$ cat config.mk
export PLATFORM = sky130hd
export DESIGN_NAME = ldif_back
export DESIGN_NICKNAME = d
export VERILOG_FILES = /design/src/ldif_pkg.sv /design/src/ldif_back.sv
export SDC_FILE = /design/constraint.sdc
export NUM_CORES = 2
export LEC_CHECK = 0
export ABC_AREA = 1
export BUFFER_PORTS_ARGS = -buffer_cell sky130_fd_sc_hd__buf_2
export CAP_MARGIN = 20
export CORE_UTILIZATION = 25
export DETAILED_ROUTE_END_ITERATION = 6
export PLACE_DENSITY = 0.36
export SETUP_SLACK_MARGIN = 0.15
export SLEW_MARGIN = 5
export SYNTH_ARGS = -nofsm -noshare
export SYNTH_HDL_FRONTEND = slang
export SYNTH_SLANG_ARGS = --single-unit
$ cat constraint.sdc
create_clock -name clk -period 6.1 [get_ports clk]
set_input_delay 0.305 -clock clk [delete_from_list [all_inputs] [get_ports clk]]
set_output_delay 0.305 -clock clk [all_outputs]
set_load 0.05 [all_outputs]
$ cat src/ldif_pkg.sv
// Package for the local deviation image filter: item structs, register
// codes, back-end state codes and default sizes. No dependencies.
package ldif_pkg;

  // Default sizes, handed to the top-level parameters
  localparam int DEF_MAX_WIDTH  = 1024;
  localparam int DEF_MAX_HEIGHT = 1024;
  localparam int DEF_MAX_GAP    = 7;

  // Register reset values
  localparam logic [2:0]  RST_GAP    = 3'd1;
  localparam logic [10:0] RST_WIDTH  = 11'd640;
  localparam logic [10:0] RST_HEIGHT = 11'd480;

  // Arithmetic constants: 255^2 scale and the 0..100 full scale
  localparam int SCALE_FACTOR = 65025;
  localparam int FULL_SCALE   = 100;
  localparam logic [7:0] OUT_TOP = 8'd255;

  // Queue depths (powers of two)
  localparam int JQ_DEPTH  = 2;
  localparam int RES_DEPTH = 4;

  // Configuration register indexes
  typedef enum logic [2:0] {
    CFG_LEFT_GAP  = 3'd0,
    CFG_RIGHT_GAP = 3'd1,
    CFG_UPPER_GAP = 3'd2,
    CFG_LOWER_GAP = 3'd3,
    CFG_WIDTH     = 3'd4,
    CFG_HEIGHT    = 3'd5
  } cfg_idx_t;

  // Input item
  typedef struct packed {
    logic       mode;
    logic [7:0] pixel;
  } in_item_t;

  // Result item
  typedef struct packed {
    logic [7:0] deviation;
    logic       frame_last;
  } out_item_t;

  // Back-end sequencer states
  typedef enum logic [3:0] {
    B_IDLE,
    B_WALK,
    B_DRAIN,
    B_MUL,
    B_SUB,
    B_SCALE,
    B_ROOT,
    B_SAT,
    B_DIV,
    B_PUSH
  } back_state_t;

endpackage

$ cat src/ldif_back.sv
// Back end: walks the window in the line store, then variance, square root
// and scaled division (or saturation) one step a cycle. Depends on ldif_pkg.
module ldif_back #(
  parameter int MAX_WIDTH = ldif_pkg::DEF_MAX_WIDTH,
  parameter int MAX_GAP   = ldif_pkg::DEF_MAX_GAP,
  localparam int CW  = $clog2(MAX_WIDTH),
  localparam int SB  = $clog2(2 * MAX_GAP + 2),
  localparam int NWB = $clog2(2 * MAX_GAP + 2)
) (
  input  logic                clk,
  input  logic                rst,
  input  logic                job_valid,
  output logic                job_take,
  input  logic [CW-1:0]       job_x0,
  input  logic [CW-1:0]       job_x1,
  input  logic [SB-1:0]       job_slot,
  input  logic [NWB-1:0]      job_cols,
  input  logic [NWB-1:0]      job_rows,
  input  logic                job_last,
  output logic [SB+CW-1:0]    rd_addr,
  input  logic [7:0]          rd_data,
  output logic                res_push,
  output ldif_pkg::out_item_t res_item,
  output logic                busy
);

  localparam int STORE_ROWS = 2 * MAX_GAP + 2;
  localparam int CNTMAX = (2 * MAX_GAP + 1) * (2 * MAX_GAP + 1);
  localparam int CB  = $clog2(CNTMAX + 1);
  localparam int SW  = $clog2(CNTMAX * 255 + 1);
  localparam int QB  = $clog2(CNTMAX * 65025 + 1);
  localparam int NB  = CB + QB;
  localparam int MB  = NB + 16;
  localparam int RB  = (MB + 1) / 2;
  localparam int STB = $clog2(RB + 1);
  localparam int DB  = $clog2(ldif_pkg::FULL_SCALE * CNTMAX + 1);
  localparam int XB  = RB + DB + 8;

  ldif_pkg::back_state_t state, state_next;

  // Window walk
  logic [CW-1:0]  x0, x1, col;
  logic [SB-1:0]  slot;
  logic [NWB-1:0] rows_left;
  logic           last, rd_pend;

  // Arithmetic
  logic [SW-1:0]  s;
  logic [QB-1:0]  q;
  logic [CB-1:0]  cnt;
  logic [DB-1:0]  d100;
  logic [NB-1:0]  p1, p2, n;
  logic [MB-1:0]  rem, rt, bitv, trial_sq;
  logic [STB-1:0] step;
  logic [XB-1:0]  divrem, trial_div;
  logic [2:0]     idx;
  logic [7:0]     k;
  logic           sat;

  assign rd_addr   = {slot, col};
  assign busy      = (state != ldif_pkg::B_IDLE);
  assign trial_sq  = rt + bitv;
  assign trial_div = XB'(d100) << idx;
  assign sat       = XB'(RB'(rt)) >= (XB'(d100) << 8);
  assign res_item.deviation  = k;
  assign res_item.frame_last = last;

  // State register
  always_ff @(posedge clk) begin
    if (rst) begin
      state <= ldif_pkg::B_IDLE;
    end else begin
      state <= state_next;
    end
  end

  // Next state and handshakes
  always_comb begin
    state_next = state;
    job_take   = 1'b0;
    res_push   = 1'b0;
    case (state)
      ldif_pkg::B_IDLE: begin
        if (job_valid) begin
          job_take   = 1'b1;
          state_next = ldif_pkg::B_WALK;
        end
      end
      ldif_pkg::B_WALK: begin
        if ((col == x1) && (rows_left == NWB'(1))) begin
          state_next = ldif_pkg::B_DRAIN;
        end
      end
      ldif_pkg::B_DRAIN: state_next = ldif_pkg::B_MUL;
      ldif_pkg::B_MUL:   state_next = ldif_pkg::B_SUB;
      ldif_pkg::B_SUB:   state_next = ldif_pkg::B_SCALE;
      ldif_pkg::B_SCALE: state_next = ldif_pkg::B_ROOT;
      ldif_pkg::B_ROOT: begin
        if (step == STB'(1)) begin
          state_next = ldif_pkg::B_SAT;
        end
      end
      ldif_pkg::B_SAT: begin
        state_next = sat ? ldif_pkg::B_PUSH : ldif_pkg::B_DIV;
      end
      ldif_pkg::B_DIV: begin
        if (idx == 3'd0) begin
          state_next = ldif_pkg::B_PUSH;
        end
      end
      ldif_pkg::B_PUSH: begin
        res_push   = 1'b1;
        state_next = ldif_pkg::B_IDLE;
      end
      default: state_next = ldif_pkg::B_IDLE;
    endcase
  end

  // Read-pending flag: data arrives in the cycle after each walk read
  always_ff @(posedge clk) begin
    if (rst) begin
      rd_pend <= 1'b0;
    end else begin
      rd_pend <= (state == ldif_pkg::B_WALK);
    end
  end

  // Datapath
  always_ff @(posedge clk) begin
    if (rd_pend) begin
      s <= s + SW'(rd_data);
      q <= q + QB'(rd_data * rd_data);
    end
    case (state)
      ldif_pkg::B_IDLE: begin
        x0        <= job_x0;
        x1        <= job_x1;
        col       <= job_x0;
        slot      <= job_slot;
        rows_left <= job_rows;
        last      <= job_last;
        cnt       <= CB'(job_cols * job_rows);
        s         <= '0;
        q         <= '0;
      end
      ldif_pkg::B_WALK: begin
        if (col == x1) begin
          col       <= x0;
          slot      <= (slot == SB'(STORE_ROWS - 1)) ? '0 : slot + SB'(1);
          rows_left <= rows_left - NWB'(1);
        end else begin
          col <= col + CW'(1);
        end
      end
      ldif_pkg::B_MUL: begin
        p1   <= NB'(cnt) * NB'(q);
        p2   <= NB'(s * s);
        d100 <= DB'(cnt) * DB'(ldif_pkg::FULL_SCALE);
      end
      ldif_pkg::B_SUB: n <= p1 - p2;
      ldif_pkg::B_SCALE: begin
        rem  <= MB'(n) * MB'(ldif_pkg::SCALE_FACTOR);
        rt   <= '0;
        bitv <= MB'(1) << (2 * (RB - 1));
        step <= STB'(RB);
      end
      // one bit of the root per cycle
      ldif_pkg::B_ROOT: begin
        if (rem >= trial_sq) begin
          rem <= rem - trial_sq;
          rt  <= (rt >> 1) + bitv;
        end else begin
          rt <= rt >> 1;
        end
        bitv <= bitv >> 2;
        step <= step - STB'(1);
      end
      ldif_pkg::B_SAT: begin
        divrem <= XB'(RB'(rt));
        idx    <= 3'd7;
        k      <= sat ? ldif_pkg::OUT_TOP : 8'd0;
      end
      // restoring division, one quotient bit per cycle
      ldif_pkg::B_DIV: begin
        if (divrem >= trial_div) begin
          divrem <= divrem - trial_div;
          k[idx] <= 1'b1;
        end
        idx <= idx - 3'd1;
      end
      default: ;
    endcase
  end

endmodule

==> flow_summary.ini <==
[logic_synthesis]
ys_types = 54
synth_top_area_cell = edfxtp_1
synth_ff_type = edfxtp_1
synth_edf_count = 336
synth_top_area_share_pct = 19.13
synthSimpleGateAreaFrac_pct = 23.25
synth_nets = 8204
syn_area_um2 = 52730
ys_seq_area_share_pct = 20.84
synth_top_family_by_area = adder cells
yosys-mux-area-fraction_pct = 0.05695
synth-compound-area-share_pct = 9.411
synthArstFlopShare_pct = 0
synthTopCellsByCount = nand2_1, inv_1, nor2_1
synth_warnings = 0
synth.most_common_cell = nand2_1
synth_cells = 7127
syn_avg_cell_area_um2 = 7.399
synth.area.top_cells = edfxtp_1, fa_1, ha_1, nand2_1, inv_1
synthAdderAreaFrac_pct = 31.40
synthXorXnorAreaFrac_pct = 3.654
ys_ff_latch = 381

[clock_tree]
ctsHtreeMaxLevel = 2
cts_inserted_buffers = 57
root_buffer = clkbuf_16
clk_latency_ns = 0.69
clk_pin_slew_ns = 0.06
cts_sinks = 381
cts_max_path_buffers = 3
cts_tree = built

[timing]
skew_ns = 0.03895
timing.fmax_mhz = 176.4
post-route-min-period_ns = 5.669
slew_violations = 0
finalHoldViolations = 0
finalWorstSetupSlack_ns = 0.4308
setup_viol = 0
rsz0062_at_grt = yes
tightest_slew_ns = 1.027
timing.slew.headroom_pct = 31.27
finalCritPeriodShare_pct = 92.94
tns_ns = 0

[detailed_routing]
wl_per_cell_um = 18.45
dr.pass1.iters = 6
wl_um = 186400
vias = 44890
antenna_left = 0
drtIter0Drc = 2367
vias_per_cell = 4.443
drc = 0

[worst_setup_path]
start_kind = register
crit_type = reg2reg
crit_path_end_kind = register
cp_max_fo = 11
worst_ep_arrival_time_ns = 6.10
cp.required_ns = 6.53

[floorplanning]
rows = 168
core_um2 = 209600
dieArea_um2 = 212800
start_util_pct = 25.16
dieHeight_um = 461.3
die_width_um = 461.3
ioPinCount = 70

[finish]
nets = 8325
fillerInstances = 23200
areaGrowthSynthToFinish_pct = 12.48
drive_gt1_share_pct = 5.221

[placement]
globalplace.congestion = 0.8973
place_ws_ns = 0.03950
port_buffers = 69
dpl.hpwl_um = 157800

[global_routing]
gr-usage-all-layers_pct = 17.55
grt_pass1_wl_um = 285700
gr-total-overflow = 0
antenna_found_initial = 2
grt_pass1_vias = 46520
grt_max_degree = 62

[run_status]
status = complete, no violations

[run]
max-cap-violations = 0

[worst_hold_path]
hp-class = in2reg
layout make-up:
cell class / count / area (um2) / share of cell area (%)
Clock inverter: 38 / 534.3 / 0.9007
Multi-Input combinational cell: 5171 / 35800 / 60.36
Sequential cell: 381 / 11010 / 18.56
Antenna cell: 2 / 5.005 / 0.008438
Timing Repair Buffer: 219 / 1609 / 2.713
Tap cell: 2805 / 3510 / 5.917
Inverter: 1418 / 5324 / 8.976
Clock buffer: 70 / 1526 / 2.574
through the flow:
step | hold WS, ns | util (%) | instances | area (um2)
floorplan | 0.3744 | - | 7127 | 52730
global placement | 0.4818 | 27.17 | 9965 | 56940
detailed placement | 0.4862 | 27.17 | 9966 | 56940
CTS | 0.006771 | 28.28 | 10100 | 59270
global route | 0.03670 | 28.30 | 10100 | 59310
finish | 0.05404 | 28.30 | 10100 | 59310
cell families (layout without fill, tap and decap cells):
kind of cell             after synthesis  after routing
multiplexers                           3              3
AO/OA/AOI/OAI                        914            914
flip-flops                           381            381
other                                  0              2
XOR/XNOR                             220            220
buffers and inverters               1575           1745
AND/OR/NAND/NOR                     3001           3001
adder cells (fa/ha/maj)             1033           1033
worst paths after layout:
kind                from     end  slack (ns)  cells past startpoint
min reg2reg        x0[9]  col[9]        0.54                      2
max reg2reg         s[0]  p2[30]        0.43                     19
max                 s[0]  p2[30]        0.43                     19
min          job_cols[0]  cnt[0]        0.05                      3
what timing repair did:
| action | in CTS | in global routing |
|---|---|---|
| hold buffers | 26 | 0 |
| endpoints found under the hold margin | 40 | 0 |
| setup endpoints to repair | 1 | 31 |
| resized for setup | 2 | 16 |
| setup buffers | 0 | 2 |
cells in the final DEF, fill, tap and decap left out, types with 14 or more instances in the layout:
cell type	count
nand2_1	1791
inv_1	1410
nor2_1	640
ha_1	548
fa_1	484
a21oi_1	398
o21ai_0	346
edfxtp_1	336
nand3_1	330
buf_4	117
xor2_1	115
xnor2_1	104
nand4_1	75
buf_2	70
nor3_1	64
clkbuf_16	58
o21bai_1	34
dfxtp_1	33
a21o_1	28
dlygate4sd3_1	26
a21oi_2	24
nor4_1	20
a31oi_1	19
o21a_1	16
nand3b_1	15
o21ai_1	15
or2_2	14
worst max-delay path, stage by stage, from the launching register on:
cell and delay, ns:
dfxtp_1 0.72, nand2_1 0.20, fa_1 0.51, fa_1 0.49, inv_1 0.05, fa_1 0.52, fa_1 0.45, fa_1 0.50
inv_1 0.05, fa_1 0.49, inv_1 0.05, ha_1 0.34, nand2_1 0.10, inv_1 0.09, nand2_1 0.07, nor3_1 0.22
nand4_1 0.13, nand3_1 0.18, a21oi_1 0.10, xor2_1 0.14
layer usage:
layer  vias to the layer above  share of wire (%)  track usage (%)
met5                         -                  0                0
met4                         0                2.1            3.692
met3                       151                2.5            1.223
met2                       614                 49            31.64
met1                     21390                 46            22.73
li1                      22740                  -                -
sequential cells by signal (all words and copies together), names as in the netlist, 3 cells and up:
register / flops
slot: 4
x0: 10
cnt: 8
q: 24
k: 8
rows_left: 4
step: 5
bitv: 24
p2: 31
p1: 32
x1: 10
col: 10
divrem: 45
n: 32
state: 4
s: 16
d100: 13
idx: 3
rem: 48
rt: 48
Power is not shown: default switching activity piles up to over one toggle a cycle in this logic, so the estimate is an artifact.
