### config.mk
export PLATFORM = sky130hd
export DESIGN_NAME = ldif_front
export DESIGN_NICKNAME = d
export VERILOG_FILES = /design/src/ldif_pkg.sv /design/src/ldif_front.sv
export SDC_FILE = /design/constraint.sdc
export NUM_CORES = 1
export LEC_CHECK = 0
export BUFFER_PORTS_ARGS = -buffer_cell sky130_fd_sc_hd__buf_2
export CAP_MARGIN = 10
export CORE_MARGIN = 2
export CORE_UTILIZATION = 40
export DETAILED_ROUTE_END_ITERATION = 7
export SETUP_SLACK_MARGIN = 0.15
export SLEW_MARGIN = 20
export SYNTH_ARGS = -nofsm -noshare
export SYNTH_HDL_FRONTEND = slang
export SYNTH_SLANG_ARGS = --single-unit
### constraint.sdc
create_clock -name clk -period 11.1 [get_ports clk]
set_input_delay 0.555 -clock clk [delete_from_list [all_inputs] [get_ports clk]]
set_output_delay 0.555 -clock clk [all_outputs]
set_load 0.02 [all_outputs]
### src/ldif_pkg.sv
// Package for the local deviation image filter: item structs, register
// codes, back-end state codes and default sizes. No dependencies.
package ldif_pkg;

  // Default sizes, handed to the top-level parameters
  localparam int DEF_MAX_WIDTH  = 1024;
  localparam int DEF_MAX_HEIGHT = 1024;
  localparam int DEF_MAX_GAP    = 7;

  // Register reset values
  localparam logic [2:0]  RST_GAP    = 3'd1;
  localparam logic [10:0] RST_WIDTH  = 11'd640;
  localparam logic [10:0] RST_HEIGHT = 11'd480;

  // Arithmetic constants: 255^2 scale and the 0..100 full scale
  localparam int SCALE_FACTOR = 65025;
  localparam int FULL_SCALE   = 100;
  localparam logic [7:0] OUT_TOP = 8'd255;

  // Queue depths (powers of two)
  localparam int JQ_DEPTH  = 2;
  localparam int RES_DEPTH = 4;

  // Configuration register indexes
  typedef enum logic [2:0] {
    CFG_LEFT_GAP  = 3'd0,
    CFG_RIGHT_GAP = 3'd1,
    CFG_UPPER_GAP = 3'd2,
    CFG_LOWER_GAP = 3'd3,
    CFG_WIDTH     = 3'd4,
    CFG_HEIGHT    = 3'd5
  } cfg_idx_t;

  // Input item
  typedef struct packed {
    logic       mode;
    logic [7:0] pixel;
  } in_item_t;

  // Result item
  typedef struct packed {
    logic [7:0] deviation;
    logic       frame_last;
  } out_item_t;

  // Back-end sequencer states
  typedef enum logic [3:0] {
    B_IDLE,
    B_WALK,
    B_DRAIN,
    B_MUL,
    B_SUB,
    B_SCALE,
    B_ROOT,
    B_SAT,
    B_DIV,
    B_PUSH
  } back_state_t;

endpackage

### src/ldif_front.sv
// Front end: configuration registers, raster positions, line-store writes
// and window jobs for the back end. Depends on ldif_pkg.
module ldif_front #(
  parameter int MAX_WIDTH  = ldif_pkg::DEF_MAX_WIDTH,
  parameter int MAX_HEIGHT = ldif_pkg::DEF_MAX_HEIGHT,
  parameter int MAX_GAP    = ldif_pkg::DEF_MAX_GAP,
  localparam int CW  = $clog2(MAX_WIDTH),
  localparam int RW  = $clog2(MAX_HEIGHT),
  localparam int SB  = $clog2(2 * MAX_GAP + 2),
  localparam int NWB = $clog2(2 * MAX_GAP + 2)
) (
  input  logic               clk,
  input  logic               rst,
  input  logic               cfg_valid,
  input  logic [2:0]         cfg_index,
  input  logic [10:0]        cfg_data,
  input  logic               accept,
  input  ldif_pkg::in_item_t item,
  output logic               ram_we,
  output logic [SB+CW-1:0]   ram_waddr,
  output logic [7:0]         ram_wdata,
  output logic               job_push,
  output logic [CW-1:0]      job_x0,
  output logic [CW-1:0]      job_x1,
  output logic [SB-1:0]      job_slot,
  output logic [NWB-1:0]     job_cols,
  output logic [NWB-1:0]     job_rows,
  output logic               job_last,
  output logic               in_complete
);

  localparam int STORE_ROWS = 2 * MAX_GAP + 2;
  localparam int GB = $clog2(MAX_GAP + 1);

  // Configuration registers
  logic [2:0]  left_gap, right_gap, upper_gap, lower_gap;
  logic [10:0] img_w, img_h;
  logic        cfg_hit;

  // Raster positions
  logic [CW-1:0] in_col, in_col_next, out_col, out_col_next;
  logic [RW-1:0] in_row, in_row_next, out_row, out_row_next;
  logic [SB-1:0] in_slot, in_slot_next, out_slot, out_slot_next;
  logic          in_complete_next;

  // Output position seen by this beat (zero when a sample starts a new frame)
  logic          restart;
  logic [CW-1:0] ob_col;
  logic [RW-1:0] ob_row;
  logic [SB-1:0] ob_slot;

  // Effective sizes and gaps
  logic [GB-1:0] lg, rg, ug, dg, dy;
  logic [CW-1:0] wm1, rx, x0;
  logic [RW-1:0] hm1, ry, y0;
  logic [CW:0]   x_sum;
  logic [RW:0]   y_sum;
  logic [SB:0]   slot_wide;
  logic          ready, last;

  assign cfg_hit = cfg_valid && (cfg_index <= ldif_pkg::CFG_HEIGHT);

  assign restart = accept && !item.mode && in_complete;
  assign ob_col  = restart ? '0 : out_col;
  assign ob_row  = restart ? '0 : out_row;
  assign ob_slot = restart ? '0 : out_slot;

  // Register writes
  always_ff @(posedge clk) begin
    if (rst) begin
      left_gap  <= ldif_pkg::RST_GAP;
      right_gap <= ldif_pkg::RST_GAP;
      upper_gap <= ldif_pkg::RST_GAP;
      lower_gap <= ldif_pkg::RST_GAP;
      img_w     <= ldif_pkg::RST_WIDTH;
      img_h     <= ldif_pkg::RST_HEIGHT;
    end else if (cfg_valid) begin
      case (cfg_index)
        ldif_pkg::CFG_LEFT_GAP:  left_gap  <= cfg_data[2:0];
        ldif_pkg::CFG_RIGHT_GAP: right_gap <= cfg_data[2:0];
        ldif_pkg::CFG_UPPER_GAP: upper_gap <= cfg_data[2:0];
        ldif_pkg::CFG_LOWER_GAP: lower_gap <= cfg_data[2:0];
        ldif_pkg::CFG_WIDTH:     img_w     <= cfg_data;
        ldif_pkg::CFG_HEIGHT:    img_h     <= cfg_data;
        default: ;
      endcase
    end
  end

  // Clamp gaps and frame size
  always_comb begin
    lg = (32'(left_gap)  > MAX_GAP) ? GB'(MAX_GAP) : GB'(left_gap);
    rg = (32'(right_gap) > MAX_GAP) ? GB'(MAX_GAP) : GB'(right_gap);
    ug = (32'(upper_gap) > MAX_GAP) ? GB'(MAX_GAP) : GB'(upper_gap);
    dg = (32'(lower_gap) > MAX_GAP) ? GB'(MAX_GAP) : GB'(lower_gap);
    if (img_w == 11'd0) begin
      wm1 = '0;
    end else if (32'(img_w) > MAX_WIDTH) begin
      wm1 = CW'(MAX_WIDTH - 1);
    end else begin
      wm1 = CW'(img_w - 11'd1);
    end
    if (img_h == 11'd0) begin
      hm1 = '0;
    end else if (32'(img_h) > MAX_HEIGHT) begin
      hm1 = RW'(MAX_HEIGHT - 1);
    end else begin
      hm1 = RW'(img_h - 11'd1);
    end
  end

  // Window of the next output position
  always_comb begin
    x_sum = (CW+1)'(ob_col) + (CW+1)'(rg);
    rx    = (x_sum > (CW+1)'(wm1)) ? wm1 : CW'(x_sum);
    y_sum = (RW+1)'(ob_row) + (RW+1)'(dg);
    ry    = (y_sum > (RW+1)'(hm1)) ? hm1 : RW'(y_sum);
    x0    = (ob_col >= CW'(lg)) ? ob_col - CW'(lg) : '0;
    y0    = (ob_row >= RW'(ug)) ? ob_row - RW'(ug) : '0;
    dy    = GB'(ob_row - y0);
    if (ob_slot >= SB'(dy)) begin
      slot_wide = (SB+1)'(ob_slot) - (SB+1)'(dy);
    end else begin
      slot_wide = (SB+1)'(ob_slot) + (SB+1)'(STORE_ROWS) - (SB+1)'(dy);
    end
    last = (ob_col == wm1) && (ob_row == hm1);
  end

  assign job_x0    = x0;
  assign job_x1    = rx;
  assign job_slot  = SB'(slot_wide);
  assign job_cols  = NWB'(rx - x0) + NWB'(1);
  assign job_rows  = NWB'(ry - y0) + NWB'(1);
  assign job_last  = last;
  assign ram_wdata = item.pixel;

  // Position update, store write and job issue
  always_comb begin
    in_col_next      = in_col;
    in_row_next      = in_row;
    in_slot_next     = in_slot;
    in_complete_next = in_complete;
    out_col_next     = out_col;
    out_row_next     = out_row;
    out_slot_next    = out_slot;
    ram_we           = 1'b0;
    ram_waddr        = {in_slot, in_col};
    job_push         = 1'b0;
    ready            = 1'b0;
    if (cfg_hit) begin
      in_col_next = '0; in_row_next = '0; in_slot_next = '0;
      out_col_next = '0; out_row_next = '0; out_slot_next = '0;
      in_complete_next = 1'b0;
    end else if (accept) begin
      if (!item.mode) begin
        // a new sample after a complete frame starts the next one
        if (in_complete) begin
          in_col_next = '0; in_row_next = '0; in_slot_next = '0;
          out_col_next = '0; out_row_next = '0; out_slot_next = '0;
          in_complete_next = 1'b0;
        end
        ram_we    = 1'b1;
        ram_waddr = {in_slot_next, in_col_next};
        if (in_col_next == wm1) begin
          in_col_next = '0;
          if (in_row_next == hm1) begin
            in_row_next      = '0;
            in_slot_next     = '0;
            in_complete_next = 1'b1;
          end else begin
            in_row_next  = in_row_next + RW'(1);
            in_slot_next = (in_slot_next == SB'(STORE_ROWS - 1)) ? '0
                         : in_slot_next + SB'(1);
          end
        end else begin
          in_col_next = in_col_next + CW'(1);
        end
      end
      ready = in_complete_next || (in_row_next > ry)
           || ((in_row_next == ry) && (in_col_next > rx));
      if (ready) begin
        job_push = 1'b1;
        if (last) begin
          in_col_next = '0; in_row_next = '0; in_slot_next = '0;
          out_col_next = '0; out_row_next = '0; out_slot_next = '0;
          in_complete_next = 1'b0;
        end else if (ob_col == wm1) begin
          out_col_next  = '0;
          out_row_next  = ob_row + RW'(1);
          out_slot_next = (ob_slot == SB'(STORE_ROWS - 1)) ? '0
                        : ob_slot + SB'(1);
        end else begin
          out_col_next = ob_col + CW'(1);
        end
      end
    end
  end

  // Position registers
  always_ff @(posedge clk) begin
    if (rst) begin
      in_col      <= '0;
      in_row      <= '0;
      in_slot     <= '0;
      in_complete <= 1'b0;
      out_col     <= '0;
      out_row     <= '0;
      out_slot    <= '0;
    end else begin
      in_col      <= in_col_next;
      in_row      <= in_row_next;
      in_slot     <= in_slot_next;
      in_complete <= in_complete_next;
      out_col     <= out_col_next;
      out_row     <= out_row_next;
      out_slot    <= out_slot_next;
    end
  end

endmodule

==> results of run 1 <==
[cells in the mapped netlist (7+ instances only)]
library cell,count
a211o_1,10
a211oi_1,10
a21o_1,27
a21oi_1,107
a22o_1,18
a31oi_1,12
and2_1,20
and3_1,13
buf_1,10
buf_2,17
buf_4,9
clkbuf_1,52
dfxtp_1,83
ha_1,71
inv_1,81
mux2i_1,19
nand2_1,124
nand2b_1,19
nand3_1,56
nand3b_1,11
nand4_1,25
nor2_1,88
nor2b_1,21
nor3_1,30
nor3b_1,9
nor4_1,8
o211ai_1,10
o21a_1,17
o21ai_0,55
o21ai_1,7
o21bai_1,9
o31ai_1,12
or2_2,12
or3_1,22
or4_1,7
xnor2_1,39
xor2_1,13
[how the worst max path moves through the flow]
stage / cells after the start / to / slack (ns)
after global placement: 29 / in_slot[3] / 3.42
after CTS: 27 / job_push / 3.28
after floorplan: 34 / job_push / 4.05
after detailed placement: 29 / in_col[1] / 3.14
final: 27 / job_push / 3.16
after global routing: 29 / in_row[3] / 2.56
[metrics by stage]
stage	area [um^2]	instances	setup slack, ns	power (mW)	hold slack, ns
floorplan	9280	1277	4.05	0.455	0.442
global placement	9610	1546	3.42	0.504	0.477
detailed placement	9610	1546	3.14	0.505	0.488
CTS	9890	1562	3.28	0.800	0.427
global route	9900	1562	2.56	0.830	0.434
finish	9900	1563	3.16	0.799	0.432
[state kept, by name, indices dropped and copies added (netlist names)]
name / cells
img_h: 11
img_w: 11
in_col: 10
in_row: 10
out_col: 10
out_row: 10
in_slot: 4
out_slot: 4
dg: 3
left_gap: 3
rg: 3
ug: 3
in_complete: 1
[cell families after synthesis]
logic type      Yosys count  synth area share
flops                    83             0.179
fa+ha+maj                80             0.109
compound gates          372             0.273
xor+xnor                 52            0.0491
buf+inv                 172            0.0779
mux                      21            0.0229
simple gates            497             0.289
[worst reg2reg max path: stages (launching register included)]
cell and delay (ns):
dfxtp_2 0.31, buf_4 0.43, nand3b_1 0.59, nand2_1 0.43
inv_1 0.20, maj3_1 0.38, a21oi_1 0.30, xor2_1 0.27
ha_1 0.29, o21a_1 0.11, o21a_1 0.16, o21a_1 0.16
o21bai_1 0.16, nand4_1 0.11, nand2_1 0.54, nor2_1 0.16
a21oi_1 0.24, ha_1 0.29, nor2b_1 0.14, o21a_1 0.16
o21a_1 0.16, o211ai_1 0.16, a21oi_1 0.10, o211ai_1 0.25
and3_1 0.38, nand2_2 0.29, a21oi_2 0.81, a22o_1 0.28
[power groups by stage]
stage,Clock [mW],Combinational [mW],Sequential (mW)
2_1_floorplan,0,0.144,0.311
3_3_place_gp,0,0.189,0.316
3_5_place_dp,0,0.189,0.316
4_1_cts,0.301,0.190,0.309
5_1_grt,0.310,0.209,0.310
6_report,0.299,0.191,0.309
[layer usage]
layer / wire [um] / vias up / global-route usage
met4: 746 / 0 / 0.0769
met3: 1700 / 48 / 0.0269
met1: 13700 / 4486 / 0.330
met2: 13900 / 345 / 0.403
met5: 0 / - / 0
li1: - / 4656 / -
[cell type report]
class / count / area, um^2
Fill cell: 2390 / 12800
Multi-Input combinational cell: 1022 / 6900
Sequential cell: 83 / 1660
Timing Repair Buffer: 75 / 393
Tap cell: 285 / 357
Inverter: 81 / 304
Clock buffer: 9 / 225
Clock inverter: 7 / 58.8
Antenna cell: 1 / 2.50
==> metrics.txt, run 1 <==
Worst path most repeated cell o21a_1; DR pass1 iterations 5; maximum root-to-sink buffer count 2; Starting Density 0.409; Max VDD drop 76.7 uV; clk sink count 83; Root Buffer clkbuf_16; status finished, final reports clean; CTS Buf Count 9; cell-internal power 525 uW; worst setup path start in_complete; most common cell after layout, fill and taps aside nand2_1; crit end category primary output; max_cap viols 0; slew at the pin closest to its max-slew limit 1.02 ns; chip height 156 um; Worst Path Arrival 7.39 ns; Worst Setup Start Kind flip-flop; switch share 0.342; setup_tns 0 ns; ys flop type dfxtp_1; Util after Layout 0.436; NumNets Final 1373; Yosys Warn Count 0; Final Hold Vio Count 0; core area 0.0227 mm^2; Sw Pwr 273 uW; Post-route DRC 0; mapped cell area 0.00928 mm^2; top cell type's share of synthesized area 0.179; R2R Setup Slk 3.17 ns; async set-reset flop share out of synthesis 0; clock latency on the worst-skew pair 0.36 ns; Mapped Avg Cell Area 7.27 um^2; critical path's largest stage delay 0.58 ns; GRT Residual Overflow 0; Setup violations, final 0; largest net degree at the start of global routing 48; CP bufs+invs 3; vias in the first global route 8734; die width 156 um; CP Class flip-flop to primary output; Slowest-stage cell, CP nand3b_1; post-route ant nets 0; Die ar. 0.0244 mm^2; most frequent cells in the layout nand2_1, a21oi_1, nor2_1, dfxtp_1, inv_1; drt via density 6.10; Max FO, Critical Path 47; fraction of layout cells with a size suffix above 1 0.109; Final min period 7.94 ns; Yosys reg bits 83; relative slew slack 0.315; Lkg Pwr 4.18 nW; # port buffers 68; CP Data Required Time 10.55 ns; Yosys cell types 90; Combinational Power Share 0.239; post-synth net total 1378; total global-route track usage 0.243; Avg WL per Cell 19.2 um; H-tree depth 3; DRT iter0 DRCs 763; CTS tree done; Syn Inst Count 1277; antenna violations before repair 1; Hold-fix buffers, CTS 0; count of pins over their slew limit 0; Final Skew 0.0145 ns; fmax 126 MHz; drt total wl 30000 um; PostCTS Resize Cnt 0; Crit path max-delay family simple AND/OR/NAND/NOR gates; cell area power density 80.6 mW/mm^2; routability cong. 0.935; Flop pwr share 0.387; Hold Path Class input pin to flip-flop; Worst Hold End img_h[6]; RR Endpoint in_row[3]; post-CTS setup buffers 0; FP Rows 55; Area Growth Syn to Fin 6.74%; RSZ-0062 raised after global routing no; Clock power frac 0.374; fin crit share 0.716; hold path startpoint cfg_data[6]; top cells by area, synth dfxtp_1, ha_1, a21oi_1; Hold Path Stages 3; Worst-path clk slew 0.07 ns; DP HPWL 22900 um; worst r2r src in_complete; via count 9535; io pins 85; Post-synth EDFFs 0; post-synthesis sequential area ratio 0.179; area leader, netlist dfxtp_1; Reg2Reg Depth 27; first-pass GRT wire length 47500 um
Note: power is estimated with default switching activity, not from simulation.
==> run 2: changes to the inputs <==
- ABC_AREA: not set -> 1
- clock period: 11.1 -> 7.4 ns (I/O delays scaled with it)
==> run 2 against run 1 <==
  * Power increased to 2.6 times the previous value
  * Largest cell class unchanged
  * Global-route usage up 0.64 points
  * Routed wire length is 1.9% higher
  * Highest routed layer unchanged
==> metrics.txt, run 2 <==
status finished, final reports clean; Post-synth EDFFs 0; H-tree depth 3; GRT Residual Overflow 0; combined area of the multi-input logic cells 0.00662 mm^2; Root Buffer clkbuf_16; CP Data Required Time 7.03 ns; async set-reset flop share out of synthesis 0; Post-route DRC 0; Mapped Avg Cell Area 5.75 um^2; fin crit share 0.889; Die ar. 0.0252 mm^2; drt total wl 30500 um; Lkg Pwr 5.47 nW; CTS tree done; cell area power density 198 mW/mm^2; Setup violations, final 0; RR Endpoint in_col[4]; Syn Inst Count 1663; post-route ant nets 0; post-CTS setup buffers 0; top cells by area, synth nand2_1, dfxtp_1, inv_1; DR pass1 iterations 5; Final Hold Vio Count 0; fraction of layout cells with a size suffix above 1 0.0948; top-count cell post-synth nand2_1; clk sink count 83; WP depth 36; Worst Hold End img_h[6]; Worst Setup Start Kind input pin; via count 10400; post-synthesis sequential area ratio 0.174; crit end category primary output; Hold Path Stages 3; Yosys reg bits 83; Final Power 2.05 mW; FF/Latch Area 0.00166 mm^2; most common cell after layout, fill and taps aside nand2_1; largest net degree at the start of global routing 41; DRT iter0 DRCs 797; Hold Path Class input pin to flip-flop; Final Skew 0.00893 ns; slew at the pin closest to its max-slew limit 1.05 ns; Worst path most repeated cell nand2_1; io pins 85; Max VDD drop 342 uV; hold path startpoint cfg_data[6]; Starting Density 0.407; CTS Buf Count 9; PnR worst setup slack 0.819 ns; R2R Setup Slk 1.38 ns; PostCTS Resize Cnt 0; RSZ-0062 raised after global routing no; post-synth net total 1764; WHS 0.254 ns; Yosys cell types 55; routability cong. 0.964; die width 159 um; CP bufs+invs 9; Avg WL per Cell 15.1 um; Slowest-stage cell, CP ha_1; core area 0.0235 mm^2; count of pins over their slew limit 0; Setup WS pre-CTS 0.656 ns; total global-route track usage 0.249; FP Rows 56; Worst Path Arrival 6.21 ns; maximum root-to-sink buffer count 2; worst r2r src in_complete; Yosys Warn Count 0; DP HPWL 24200 um; ys flop type dfxtp_1; chip height 159 um; Worst-path clk slew 0.07 ns; Max FO, Critical Path 22; top cell type's share of synthesized area 0.192; Area Growth Syn to Fin 8.37%; setup_tns 0 ns; CP Class input pin to primary output; clock latency on the worst-skew pair 0.36 ns; NumNets Final 1794; vias in the first global route 9359; most frequent cells in the layout nand2_1, inv_1, nor2_1, nand3_1, a21oi_1; Largest regs img_h x11, img_w x11; area leader, netlist nand2_1; Final min period 6.58 ns; drt via density 5.14; max_cap viols 0; # port buffers 68; first-pass GRT wire length 49600 um; antenna violations before repair 1; relative slew slack 0.297; Post-synth top cells nand2_1, inv_1, nor2_1, nand3_1, a21oi_1; Reg2Reg Depth 34; critical path's largest stage delay 0.33 ns; Crit path max-delay family simple AND/OR/NAND/NOR gates; fill cell count 2618; Hold-fix buffers, CTS 0; mapped cell area 0.00956 mm^2; fmax 152 MHz
-- run 2: changes by cell type in the layout (fill, tap and decap cells not counted), moves of 21 or more --
| cell | before | now |
|---|---|---|
| inv_1 | 81 | 245 |
| or3_1 | 22 | 0 |
| nand4_1 | 25 | 46 |
| nor2b_1 | 21 | 0 |
| nand3_1 | 56 | 139 |
| xor2_1 | 13 | 44 |
| nand2_2 | 1 | 23 |
| xnor2_1 | 39 | 4 |
| o21ai_0 | 55 | 77 |
| a21o_1 | 27 | 1 |
| nor2_1 | 87 | 180 |
| nand2_1 | 124 | 488 |
-- run 2: cell families (layout without fill, tap and decap cells) --
group	count (synthesis)	after routing	synth area share
mux	1	1	0.00118
xor+xnor	48	48	0.0440
buf+inv	315	350	0.136
simple gates	933	933	0.429
compound gates	209	209	0.118
flops	83	83	0.174
other cells	0	1	0
fa+ha+maj	74	74	0.0992
-- run 2: per-stage QoR --
step,cell area (um^2),util,std cells
final,10400,0.442,2018
after floorplan,9560,-,1663
after global placement,10000,0.428,2001
after detailed placement,10000,0.428,2001
after global routing,10400,0.442,2018
after CTS,10300,0.441,2017
-- run 2: final cells by class --
type / instances / share of cell area
Tap cell: 319 / 0.0385
Timing Repair Buffer: 76 / 0.0386
Clock buffer: 9 / 0.0217
Clock inverter: 7 / 0.00785
Antenna cell: 1 / 0.000241
Multi-Input combinational cell: 1265 / 0.639
Sequential cell: 83 / 0.160
Inverter: 258 / 0.0937
-- run 2: worst max path at each step --
stage,slack [ns],startpoint,end
after global placement,0.82,item[8],job_push
after CTS,0.62,item[8],job_push
final,0.82,item[8],job_push
after global routing,0.20,item[8],job_push
after floorplan,1.68,item[8],job_cols[3]
after detailed placement,0.66,item[8],job_push
-- run 2: power breakdown --
part	internal [mW]	leakage (nW)	switching [mW]	total, mW
combinational	0.359	4.65	0.722	1.08
clock	0.268	0.153	0.220	0.488
sequential	0.463	0.673	0.0148	0.478
-- run 2: worst reg2reg max path: cells and delay by family (launching register included) --
family	cells	cell delay, ns
compound gates	5	0.85
flops	1	0.34
fa+ha+maj	3	0.93
buf+inv	6	0.78
simple gates	19	2.95
xor+xnor	1	0.13
-- run 2: per-layer routing --
layer	up-vias	share of wire	GRT usage
met4	0	0.017	0.0588
met5	-	0	0
met2	323	0.42	0.382
met3	44	0.067	0.0392
met1	4620	0.49	0.365
li1	5383	-	-
==> run 3: changes to the inputs <==
- clock period: 7.4 -> 6.6 ns (I/O delays scaled with it)
==> run 3 against run 2 <==
  * Die area is the same
  * Register-to-register slack lost 0.48 ns
  * Clock power grew 13%
  * Sequential cell count is the same
  * First-iteration DRC count grew 8.7%
  * Hold slack lost 0.028 ns
  * Power grew 13%
  * Sequential share of layout area shrank 0.17 points
  * Global-route usage shrank 0.091 points
  * Combinational power grew 13%
==> metrics.txt, run 3 (synthesis gave the netlist of run 2 again) <==
Final min period 6.01 ns; Crit path max-delay family simple AND/OR/NAND/NOR gates; setup_tns 0 ns; drt via density 5.14; largest net degree at the start of global routing 40; fmax 166 MHz; hold path startpoint cfg_data[6]; CTS tree done; total global-route track usage 0.248; Lkg Pwr 5.53 nW; slew at the pin closest to its max-slew limit 0.991 ns; RSZ-0062 raised after global routing no; DR pass1 iterations 5; Area Growth Syn to Fin 9.53%; Final Hold Vio Count 0; routability cong. 0.925; NumNets Final 1805; Setup violations, final 0; H-tree depth 3; Worst path most repeated cell nand2_1; via count 10400; Starting Density 0.407; Final Skew 0.00893 ns; clk sink count 83; Worst Setup Start Kind flip-flop; CP Data Required Time 6.27 ns; clock latency on the worst-skew pair 0.35 ns; FP Rows 56; Hold Path Stages 3; final instance area 0.0105 mm^2; DP HPWL 24300 um; count of pins over their slew limit 0; most frequent cells in the layout nand2_1, inv_1, nor2_1, nand3_1, a21oi_1; Avg WL per Cell 15.1 um; post-route ant nets 0; cell area power density 220 mW/mm^2; Worst Hold End img_h[6]; most common cell after layout, fill and taps aside nand2_1; crit end category primary output; GRT Residual Overflow 0; CP Class flip-flop to primary output; io pins 85; R2R Setup Slk 0.90 ns; CP bufs+invs 7; post-place instance area 0.0101 mm^2; first-pass GRT wire length 49300 um; Hold Path Class input pin to flip-flop; relative slew slack 0.338; RR Endpoint in_col[2]; Largest regs img_h x11, img_w x11; Die ar. 0.0252 mm^2; core area 0.0235 mm^2; Reg2Reg Depth 35; # port buffers 68; Root Buffer clkbuf_16; Worst Path Arrival 5.68 ns; PnR worst setup slack 0.592 ns; Setup WS pre-CTS 0.367 ns; vias in the first global route 9181; status finished, final reports clean; die width 159 um; Final Power 2.31 mW; fin crit share 0.910; worst r2r src in_complete; drt total wl 30600 um; DRT iter0 DRCs 866; Max VDD drop 346 uV; diode count 0; antenna violations before repair 0; Max FO, Critical Path 18; critical path's largest stage delay 0.34 ns; chip height 159 um; max_cap viols 0; maximum root-to-sink buffer count 2; fraction of layout cells with a size suffix above 1 0.105; Worst-path clk slew 0.07 ns; CTS Buf Count 9; Post-route DRC 0; Slowest-stage cell, CP dfxtp_1
## run 3: cell types whose count changed in the layout (fill, tap and decap cells not counted), sizes merged
cell	previous run	this run
buf	76	87
diode	1	0
## run 3: power by group
group	leakage (nW)	switching, mW	internal (mW)
logic	4.70	0.813	0.410
clock network	0.153	0.248	0.301
registers	0.673	0.0160	0.519
total	5.53	1.08	1.23
## run 3: cell type report
| cell class | count | area, um^2 |
|---|---|---|
| Inverter | 258 | 971 |
| Timing Repair Buffer | 87 | 483 |
| Clock buffer | 9 | 225 |
| Fill cell | 2597 | 13000 |
| Sequential cell | 83 | 1660 |
| Multi-Input combinational cell | 1265 | 6650 |
| Tap cell | 319 | 399 |
| Clock inverter | 7 | 81.3 |
## run 3: metal layers
layer | wire (um) | up-vias | part of all wire | global-route usage
li1 | - | 5403 | - | -
met1 | 15400 | 4714 | 0.50 | 0.368
met2 | 13200 | 286 | 0.43 | 0.390
met3 | 1710 | 25 | 0.056 | 0.0302
met4 | 317 | 0 | 0.010 | 0.0416
met5 | 0 | - | 0 | 0
## run 3: worst max-delay path by stage
stage | startpoint | end | slack, ns | cells past startpoint
floorplan | in_complete | job_cols[3] | 0.95 | 31
global placement | accept | job_push | 0.49 | 35
detailed placement | accept | in_col[2] | 0.37 | 35
CTS | in_complete | job_push | 0.27 | 34
global route | in_complete | job_push | 0.14 | 37
finish | in_complete | job_push | 0.59 | 35
## run 3: metrics by stage
| step | utilization | hold WS, ns | cells |
|---|---|---|---|
| floorplan | - | 0.435 | 1663 |
| global placement | 0.431 | 0.455 | 2011 |
| detailed placement | 0.431 | 0.465 | 2011 |
| CTS | 0.444 | 0.217 | 2027 |
| global route | 0.446 | 0.229 | 2028 |
| finish | 0.446 | 0.226 | 2028 |
## run 3: what timing repair did
item	CTS	global route
gates resized for setup	0	15
hold buffers	0	0
hold endpoints to repair	0	0
setup buffers	0	1
setup endpoints to repair	0	51
## run 3: worst register-to-register path, delay by kind of cell (launching register included)
family          cells  cell delay [ns]
compound gates      7             1.46
xor+xnor            1             0.27
fa+ha+maj           4             1.02
buf+inv             6             0.80
flops               1             0.34
simple gates       17             1.73
